<file path="src/rtl/b64e_pkg.sv">
// Shared types, character codes and the symbol-to-character mapping for the base64 encoder.
package b64e_pkg;

	localparam int unsigned CharW  = 7;
	localparam int unsigned SymW   = 6;
	localparam int unsigned ByteW  = 8;
	localparam int unsigned NChars = 4;

	localparam logic [CharW-1:0] ChDigit0 = 7'd48;  // '0'
	localparam logic [CharW-1:0] ChLowerA = 7'd97;  // 'a'
	localparam logic [CharW-1:0] ChUpperA = 7'd65;  // 'A'
	localparam logic [CharW-1:0] ChBang   = 7'd33;  // '!'
	localparam logic [CharW-1:0] ChDollar = 7'd36;  // '$'
	localparam logic [CharW-1:0] ChPad    = 7'd61;  // '='

	// one encoded group: four characters, first one in element 0
	typedef struct packed {
		logic [NChars-1:0][CharW-1:0] chars;
		logic                         last;
	} grp_t;

	// map a 6-bit symbol to its character: digits, lower case, upper case, '!', '$'
	function automatic logic [CharW-1:0] sym_char(input logic [SymW-1:0] v);
		logic [CharW-1:0] v7;
		logic [CharW-1:0] ch;
		v7 = {1'b0, v};
		if (v < 6'd10) begin
			ch = ChDigit0 + v7;
		end else if (v < 6'd36) begin
			ch = ChLowerA + v7 - 7'd10;
		end else if (v < 6'd62) begin
			ch = ChUpperA + v7 - 7'd36;
		end else if (v == 6'd62) begin
			ch = ChBang;
		end else begin
			ch = ChDollar;
		end
		return ch;
	endfunction

endpackage

</file>
<file path="src/rtl/b64e_group.sv">
// Input register, pending byte store and group encoding for the base64 encoder.
module b64e_group (
	input  logic                clk,
	input  logic                arst_n,
	input  logic                s_tvalid,
	output logic                s_tready,
	input  logic [7:0]          s_tdata,   // [7:0] data_byte
	input  logic                s_tlast,   // end_of_message
	output logic                grp_valid,
	input  logic                grp_ready,
	output b64e_pkg::grp_t      grp
);

	logic                         vld_s1;
	logic [b64e_pkg::ByteW-1:0]   byte_s1;
	logic                         eom_s1;

	logic [1:0][b64e_pkg::ByteW-1:0] held_q;
	logic [1:0]                      count_q;

	logic                         full;
	logic                         emit;
	logic                         adv;
	logic [b64e_pkg::ByteW-1:0]   b0;
	logic [b64e_pkg::ByteW-1:0]   b1;
	logic [b64e_pkg::SymW-1:0]    sym0;
	logic [b64e_pkg::SymW-1:0]    sym1;
	logic [b64e_pkg::SymW-1:0]    sym2;
	logic [b64e_pkg::SymW-1:0]    sym3;

	// a count of three cannot arise; treat it like two
	assign full = count_q[1];
	assign emit = full || eom_s1;
	assign adv  = vld_s1 && (!emit || grp_ready);

	assign s_tready  = !vld_s1 || adv;
	assign grp_valid = vld_s1 && emit;

	always_comb begin
		b0 = held_q[0];
		b1 = held_q[1];
		if (!full && count_q == 2'd0) begin
			b0 = byte_s1;
		end
		if (!full && count_q == 2'd1) begin
			b1 = byte_s1;
		end
		sym0 = b0[7:2];
		sym1 = {b0[1:0], b1[7:4]};
		sym2 = {b1[3:0], byte_s1[7:6]};
		sym3 = byte_s1[5:0];

		grp.chars[0] = b64e_pkg::sym_char(sym0);
		grp.chars[1] = b64e_pkg::sym_char(sym1);
		grp.chars[2] = b64e_pkg::sym_char(sym2);
		grp.chars[3] = b64e_pkg::sym_char(sym3);
		grp.last     = eom_s1;
		if (!full) begin
			grp.chars[3] = b64e_pkg::ChPad;
			if (count_q == 2'd0) begin
				grp.chars[1] = b64e_pkg::sym_char({b0[1:0], 4'd0});
				grp.chars[2] = b64e_pkg::ChPad;
			end else begin
				grp.chars[2] = b64e_pkg::sym_char({b1[3:0], 2'd0});
			end
		end
	end

	always_ff @(posedge clk or negedge arst_n) begin
		if (!arst_n) begin
			vld_s1  <= 1'b0;
			count_q <= 2'd0;
		end else begin
			if (s_tready) begin
				vld_s1 <= s_tvalid;
			end
			if (adv) begin
				if (emit) begin
					count_q <= 2'd0;
				end else begin
					count_q <= count_q + 2'd1;
				end
			end
		end
	end

	always_ff @(posedge clk) begin
		if (s_tready && s_tvalid) begin
			byte_s1 <= s_tdata;
			eom_s1  <= s_tlast;
		end
		// store the byte in its slot while the group stays open
		if (adv && !full) begin
			held_q[count_q[0]] <= byte_s1;
		end
	end

endmodule

</file>
<file path="src/rtl/b64e_serial.sv">
// Group buffer and output register that send one encoded character per beat.
module b64e_serial (
	input  logic                clk,
	input  logic                arst_n,
	input  logic                grp_valid,
	output logic                grp_ready,
	input  b64e_pkg::grp_t      grp,
	output logic                m_tvalid,
	input  logic                m_tready,
	output logic [7:0]          m_tdata,   // [6:0] out_char, [7] zero fill
	output logic                m_tlast    // last_char
);

	b64e_pkg::grp_t               buf_q;
	logic                         buf_vld_q;
	logic [1:0]                   idx_q;
	logic                         out_vld_q;
	logic [b64e_pkg::CharW-1:0]   out_char_q;
	logic                         out_last_q;

	logic out_free;
	logic move;
	logic at_end;

	assign out_free  = !out_vld_q || m_tready;
	assign move      = out_free && buf_vld_q;
	assign at_end    = idx_q == 2'd3;
	assign grp_ready = !buf_vld_q || (move && at_end);

	assign m_tvalid = out_vld_q;
	assign m_tdata  = {1'b0, out_char_q};
	assign m_tlast  = out_last_q;

	always_ff @(posedge clk or negedge arst_n) begin
		if (!arst_n) begin
			buf_vld_q <= 1'b0;
			idx_q     <= 2'd0;
			out_vld_q <= 1'b0;
		end else begin
			if (out_free) begin
				out_vld_q <= buf_vld_q;
			end
			if (grp_valid && grp_ready) begin
				buf_vld_q <= 1'b1;
				idx_q     <= 2'd0;
			end else if (move) begin
				idx_q <= idx_q + 2'd1;
				if (at_end) begin
					buf_vld_q <= 1'b0;
				end
			end
		end
	end

	always_ff @(posedge clk) begin
		if (grp_valid && grp_ready) begin
			buf_q <= grp;
		end
		if (move) begin
			out_char_q <= buf_q.chars[idx_q];
			out_last_q <= buf_q.last && at_end;
		end
	end

endmodule

</file>
<file path="src/rtl/base64_encode_custom_alphabet_top.sv">
// Base64 encoder, custom alphabet: bytes in, one character per beat out.
// Path: a closed group passes the input register, the group buffer, then the output register.
// Throughput: one byte per cycle in unless a closed group waits; one character per cycle out
// while m_tready is high, so a steady stream settles at four characters per three bytes.
// Reset: arst_n clears the input register, pending byte count and output buffer at once.
module base64_encode_custom_alphabet_top (
	input  logic       clk,
	input  logic       arst_n,
	input  logic       s_tvalid,
	output logic       s_tready,
	input  logic [7:0] s_tdata,   // [7:0] data_byte
	input  logic       s_tlast,   // end_of_message
	output logic       m_tvalid,
	input  logic       m_tready,
	output logic [7:0] m_tdata,   // [6:0] out_char, [7] zero fill
	output logic       m_tlast    // last_char
);

	logic           grp_valid;
	logic           grp_ready;
	b64e_pkg::grp_t grp;

	b64e_group u_group (
		.clk       (clk),
		.arst_n    (arst_n),
		.s_tvalid  (s_tvalid),
		.s_tready  (s_tready),
		.s_tdata   (s_tdata),
		.s_tlast   (s_tlast),
		.grp_valid (grp_valid),
		.grp_ready (grp_ready),
		.grp       (grp)
	);

	b64e_serial u_serial (
		.clk       (clk),
		.arst_n    (arst_n),
		.grp_valid (grp_valid),
		.grp_ready (grp_ready),
		.grp       (grp),
		.m_tvalid  (m_tvalid),
		.m_tready  (m_tready),
		.m_tdata   (m_tdata),
		.m_tlast   (m_tlast)
	);

endmodule
</file>
<file path="config.mk">
export PLATFORM = sky130hd
export DESIGN_NAME = base64_encode_custom_alphabet_top
export DESIGN_NICKNAME = d
export VERILOG_FILES = /design/src/rtl/b64e_pkg.sv /design/src/rtl/b64e_group.sv /design/src/rtl/b64e_serial.sv /design/src/rtl/base64_encode_custom_alphabet_top.sv
export SDC_FILE = /design/constraint.sdc
export NUM_CORES = 1
export LEC_CHECK = 0
export BUFFER_PORTS_ARGS = -buffer_cell sky130_fd_sc_hd__buf_4
export CAP_MARGIN = 10
export CORE_MARGIN = 2
export CORE_UTILIZATION = 40
export CTS_CLUSTER_SIZE = 30
export DETAILED_ROUTE_END_ITERATION = 16
export PLACE_DENSITY = 0.55
export SYNTH_ARGS = -nofsm -noshare
export SYNTH_HDL_FRONTEND = slang
export SYNTH_SLANG_ARGS = --single-unit
export TNS_END_PERCENT = 1
</file>
<file path="constraint.sdc">
create_clock -name clk -period 5.38 [get_ports clk]
set_clock_uncertainty 0.1 [all_clocks]
set_input_delay 1.076 -clock clk [delete_from_list [all_inputs] [get_ports clk]]
set_output_delay 1.076 -clock clk [all_outputs]
set_load 0.02 [all_outputs]
</file>
Yosys cells after proc, flatten, opt, wreduce, memory -nomap -nowiden
Cells that the tools add are included.
- add/sub/neg operators: 32
- order comparisons: 21
- eq/ne operators: 6
- mux-type cells: 38
- reductions and logical operators: 25
- operators by type and width (operator ; number):
    $mux 7 ; 21
    $add 7x6->7 const A ; 12
    $lt 6x6->1 const B ; 12
    $add 6x6->7 const A ; 6
    $sub 7x4->7 const B ; 6
    $sub 7x6->7 const B ; 6
    $lt 6x4->1 const B ; 6
    $eq 6x6->1 const B ; 4
    $mux 8 ; 3
    $bwmux 16 ; 1
    $bmux 7 s2 ; 1
    $mux 14 ; 1
    $mux 3 ; 4
    $logic_and 1x1->1 ; 11
    $demux 8 s1 ; 1
    $mux 2 ; 3
    $logic_not 1->1 ; 5
    $logic_or 1x1->1 ; 5
    $add 2x1->2 const B ; 2
    $reduce_bool 2->1 ; 2
    $lt 2x3->1 const B ; 1
    $mux 1 ; 3
    $eq 2x1->1 const B ; 1
    $eq 2x2->1 const B ; 1
    4 further kinds ; 4
- flip-flop bits (word level): 69
- bits of input ports: 13
- output and inout bits: 11
- word-level logic and storage cells: 138

Longest topological paths before layout
- depth in word-level cells: 10
- depth in mapped cells: 12
- mapped depth without buffers: 10

By module
From an unflattened synthesis, not the netlist that was laid out.
- cells, all modules: 457
- area, all modules: 4814.6 um^2
- by module, submodules not included (module ; times used ; cells an instance ; area an instance (um^2) ; sequential area each (um^2)):
    b64e_group ; 1 ; 388 ; 3315.7 ; 825.8
    b64e_serial ; 1 ; 69 ; 1498.9 ; 1211.2

Worst setup path before layout
No wires, ideal clock.
- kind: input-to-reg
- start: input port m_tready
- end: register u_serial.buf_q[0] (netlist bit) (enable)
- library setup time: 418 ps
- arrival time: 2744 ps
- data required time: 4862 ps
- slack: 2118 ps
- stages: 4
- buffers on the path: 0
- cell sequence: nand2b_1 > nand2_1 > and2_1 > nor2_1
- longest elaborated chain between the ends: 5
- ends and longest elaborated chain (what ; line ; source):
    from (decl) ; base64_encode_custom_alphabet_top.sv:14 ; input logic m_tready,
    $logic_or 1x1->1 ; b64e_serial.sv:25 ; assign out_free = !out_vld_q || m_tready;
    $logic_and 1x1->1 ; b64e_serial.sv:26 ; assign move = out_free && buf_vld_q;
    $logic_and 1x1->1 ; b64e_serial.sv:28 ; assign grp_ready = !buf_vld_q || (move && at_end);
    $logic_or 1x1->1 ; b64e_serial.sv:28 ;
    $logic_and 1x1->1 ; b64e_serial.sv:56 ; if (grp_valid && grp_ready) begin
    to (signal assigned) ; b64e_serial.sv:57 ; buf_q <= grp;
    to (decl) ; b64e_serial.sv:14 ; b64e_pkg::grp_t buf_q;
Every way passes these cells.
A chain may end at the register's enable or synchronous reset.

==> impl_metrics.json <==
{
  "run_status": "completed",
  "worst_ir_drop_vdd_uv": 250,
  "num_antenna_cells": 0,
  "report.power.total_mw": 2.65,
  "ios": 24,
  "wl_met1_mm": 5.17,
  "totalWireLength_mm": 11.2,
  "grt_first_pass_wirelength_mm": 18.2,
  "dominant_combinational_cell_family_by_area_after_synthesis": "compound AO/OA/AOI/OAI gates",
  "route.detailed.vias_per_inst": 5.87,
  "synth-edff-count": 62,
  "cellLeakagePower_nw": 1.92,
  "numCtsBuffers": 9,
  "yosys-mux-area-fraction_pct": 9.77,
  "startpoint_type": "flip-flop",
  "path_clk_slew_ps": 60,
  "setup_ws_ps": 1190,
  "nets_in_the_synthesized_netlist": 480,
  "yosys_warnings": 0,
  "crit_arrival_ps": 4250,
  "dr_total_vias": 3576,
  "ctsResizeCount": 0,
  "cts_sinks": 69,
  "tightestPinTransition_ps": 891,
  "post_drt_wl_per_cell_um": 18.4,
  "synth.area.top_cells": "sky130_fd_sc_hd__edfxtp_1 (40%), sky130_fd_sc_hd__ha_1 (7.1%), sky130_fd_sc_hd__dfrtp_1 (3.8%), sky130_fd_sc_hd__mux4_2 (3.4%), sky130_fd_sc_hd__nand2_1 (3.3%)",
  "avgSynthCellArea_um2": 10.4,
  "cts_tree": "built",
  "finalCoreUtilization_pct": 45.9,
  "root_buffer": "sky130_fd_sc_hd__clkbuf_16",
  "post_detailed_route_count_of_antenna_violating_nets": 0,
  "synth_top_area_share_pct": 40.4,
  "hold_viol_final": 0,
  "floorplan.core_area_um2": 11300,
  "post_cts_hold_buffer_count": 0,
  "timing_max_transition_violations_final": 0,
  "max-clock-path-buffers": 2,
  "first_global_vias": 3361,
  "dieWidth_um": 111,
  "xor_xnor_portion_of_the_synthesized_cell_area_pct": 0.950,
  "detailroute.wirelength.met2_mm": 5.20,
  "synth_compound_gate_area_share_pct": 20.3,
  "met3_routed_wl_um": 714,
  "die-height_um": 111,
  "powerDensity_nw_per_um2": 509,
  "dpl-instance-area_um2": 4910,
  "grt_overflow_total": 0,
  "gp_congestion": 0.915,
  "synthesized_instance_count": 441,
  "layout.cells.non_filler": 609,
  "hpwl_mm": 8.22,
  "initial_core_util_pct": 40.7,
  "clk-insertion-delay-late_ps": 340,
  "synth_adder_area_share_pct": 7.06,
  "synth.largest_area_cell": "sky130_fd_sc_hd__edfxtp_1",
  "achievable_freq_mhz": 239,
  "drt_drc_violations_left": 0,
  "path_max_fanout": 16,
  "timing.setup.critical_path_class": "flip-flop to flip-flop",
  "dp_slack_ps": 1250,
  "cap_viol_max_count": 0,
  "top_layer": "met4",
  "design.die.area_um2": 12400,
  "h-tree-depth": 3,
  "largest_net_degree_at_the_start_of_global_routing": 28,
  "final.period_utilization_pct": 77.8,
  "relSlewSlack_pct": 40.5,
  "post_route_cells_drive_above_1_share_pct": 16.3,
  "synth-simple-area-share_pct": 13.6,
  "ys_async_sr_fraction_pct": 10.1,
  "place_inst": 593,
  "buffers_inserted_by_post_cts_timing_repair": 0,
  "period_needed_ps": 4190,
  "setup-tns-final_ps": 0,
  "rows": 39,
  "synth_sequential_area_ratio_pct": 44.2,
  "worstSetupEndpointType": "flip-flop",
  "worst_ep_required_ps": 5440,
  "worst_hold_path_type": "flip-flop to flip-flop",
  "area_growth_syn_to_layout_pct": 12.8,
  "drt_pre_antenna_iters": 4,
  "antenna_found_initial": 0,
  "rsz0062_at_grt": "no",
  "detail_route.iter0.violations": 325,
  "synth.distinct_cells": 72,
  "timing.final.setup_violations": 0,
  "grt_util_overall_pct": 18.7,
  "worst_hold_slack_ps": 416,
  "layout.nets": 500,
  "ys.flop_type": "sky130_fd_sc_hd__edfxtp_1",
  "io_buffers": 22,
  "finish.instance_area_um2": 5200,
  "synth.cell_area_um2": 4610,
  "ys_seq_elements": 69
}
-- worst paths after layout --
| kind | startpoint | end | slack [ps] | cells after the start |
|---|---|---|---|---|
| min reg2reg | u_serial.buf_vld_q | u_serial.m_tvalid | 420 | 1 |
| min | u_serial.buf_vld_q | u_serial.m_tvalid | 420 | 1 |
| min in group asynchronous | arst_n | u_serial.m_tvalid | 440 | 1 |
| max in group asynchronous | arst_n | u_serial.buf_vld_q | 4610 | 1 |
| max | u_group.count_q[1] | u_serial.buf_q[19] | 1190 | 11 |
| max reg2reg | u_group.count_q[1] | u_serial.buf_q[19] | 1190 | 11 |
-- layout by cell type, fill, tap and decap left out, drive strengths merged, types with 14 or more instances in the layout --
cell / instances
o21ai: 27
mux2i: 17
nor2: 34
inv: 26
edfxtp: 62
a21oi: 20
nand2: 41
nand3: 14
buf: 27
ha: 26
-- report_power, final --
group / internal, mW / total, mW / switching [mW]
Clock: 0.357 / 0.574 / 0.217
Combinational: 0.471 / 1.17 / 0.697
Sequential: 0.788 / 0.905 / 0.117
-- logic make-up after synthesis --
group                      count (synthesis)
xor gates and xnor gates                   5
other                                      1
muxes                                     32
and+or+nand+nor                          134
AOI/OAI and AO/OA                        130
adders and majority gates                 26
buffers and inverters                     44
DFF                                       69
-- sequential cells by signal, summed over array words and instances, names as in the netlist --
signal	count
u_serial.buf_q	29
u_group.held_q	16
u_group.byte_s1	8
u_serial.out_char_q	7
u_group.count_q	2
u_serial.idx_q	2
u_group.eom_s1	1
u_group.vld_s1	1
u_serial.buf_vld_q	1
u_serial.m_tlast	1
u_serial.m_tvalid	1
-- critical path, stage by stage, from the launching register on --
cell and delay, ps:
sky130_fd_sc_hd__dfrtp_1 360, sky130_fd_sc_hd__buf_4 200, sky130_fd_sc_hd__clkinv_1 200, sky130_fd_sc_hd__ha_1 640, sky130_fd_sc_hd__mux2i_1 560, sky130_fd_sc_hd__inv_2 230
sky130_fd_sc_hd__ha_1 330, sky130_fd_sc_hd__nand3_1 240, sky130_fd_sc_hd__a21boi_0 510, sky130_fd_sc_hd__nand2_1 140, sky130_fd_sc_hd__a31o_2 270, sky130_fd_sc_hd__a32oi_1 220
-- routing by layer --
layer | GRT usage, % | vias to the layer above
li1 | - | 1739
met1 | 26.5 | 1692
met2 | 28.5 | 136
met3 | 4.35 | 9
met4 | 5.84 | 0
met5 | 0 | -
-- synthesized netlist by cell type, types with 5 or more instances --
library cell,count
sky130_fd_sc_hd__edfxtp_1,62
sky130_fd_sc_hd__nand2_1,41
sky130_fd_sc_hd__nor2_1,34
sky130_fd_sc_hd__ha_1,26
sky130_fd_sc_hd__o21ai_0,25
sky130_fd_sc_hd__inv_1,21
sky130_fd_sc_hd__a21oi_1,20
sky130_fd_sc_hd__nand3_1,14
sky130_fd_sc_hd__mux2i_1,13
sky130_fd_sc_hd__a31oi_1,12
sky130_fd_sc_hd__clkbuf_1,12
sky130_fd_sc_hd__nor3_1,10
sky130_fd_sc_hd__a211oi_1,9
sky130_fd_sc_hd__mux2_2,8
sky130_fd_sc_hd__dfrtp_1,7
sky130_fd_sc_hd__mux4_2,7
sky130_fd_sc_hd__nand2b_1,6
sky130_fd_sc_hd__o22ai_1,5
-- cell type report --
type / count / area, µm²
multi-input combinational: 328 / 2390
clock buffer: 10 / 229
clock inverter: 6 / 62.6
fill: 1051 / 6120
tap: 143 / 179
inverter: 26 / 100
timing repair buffer: 27 / 203
sequential: 69 / 2040
Power figures use the tool's default switching activity.
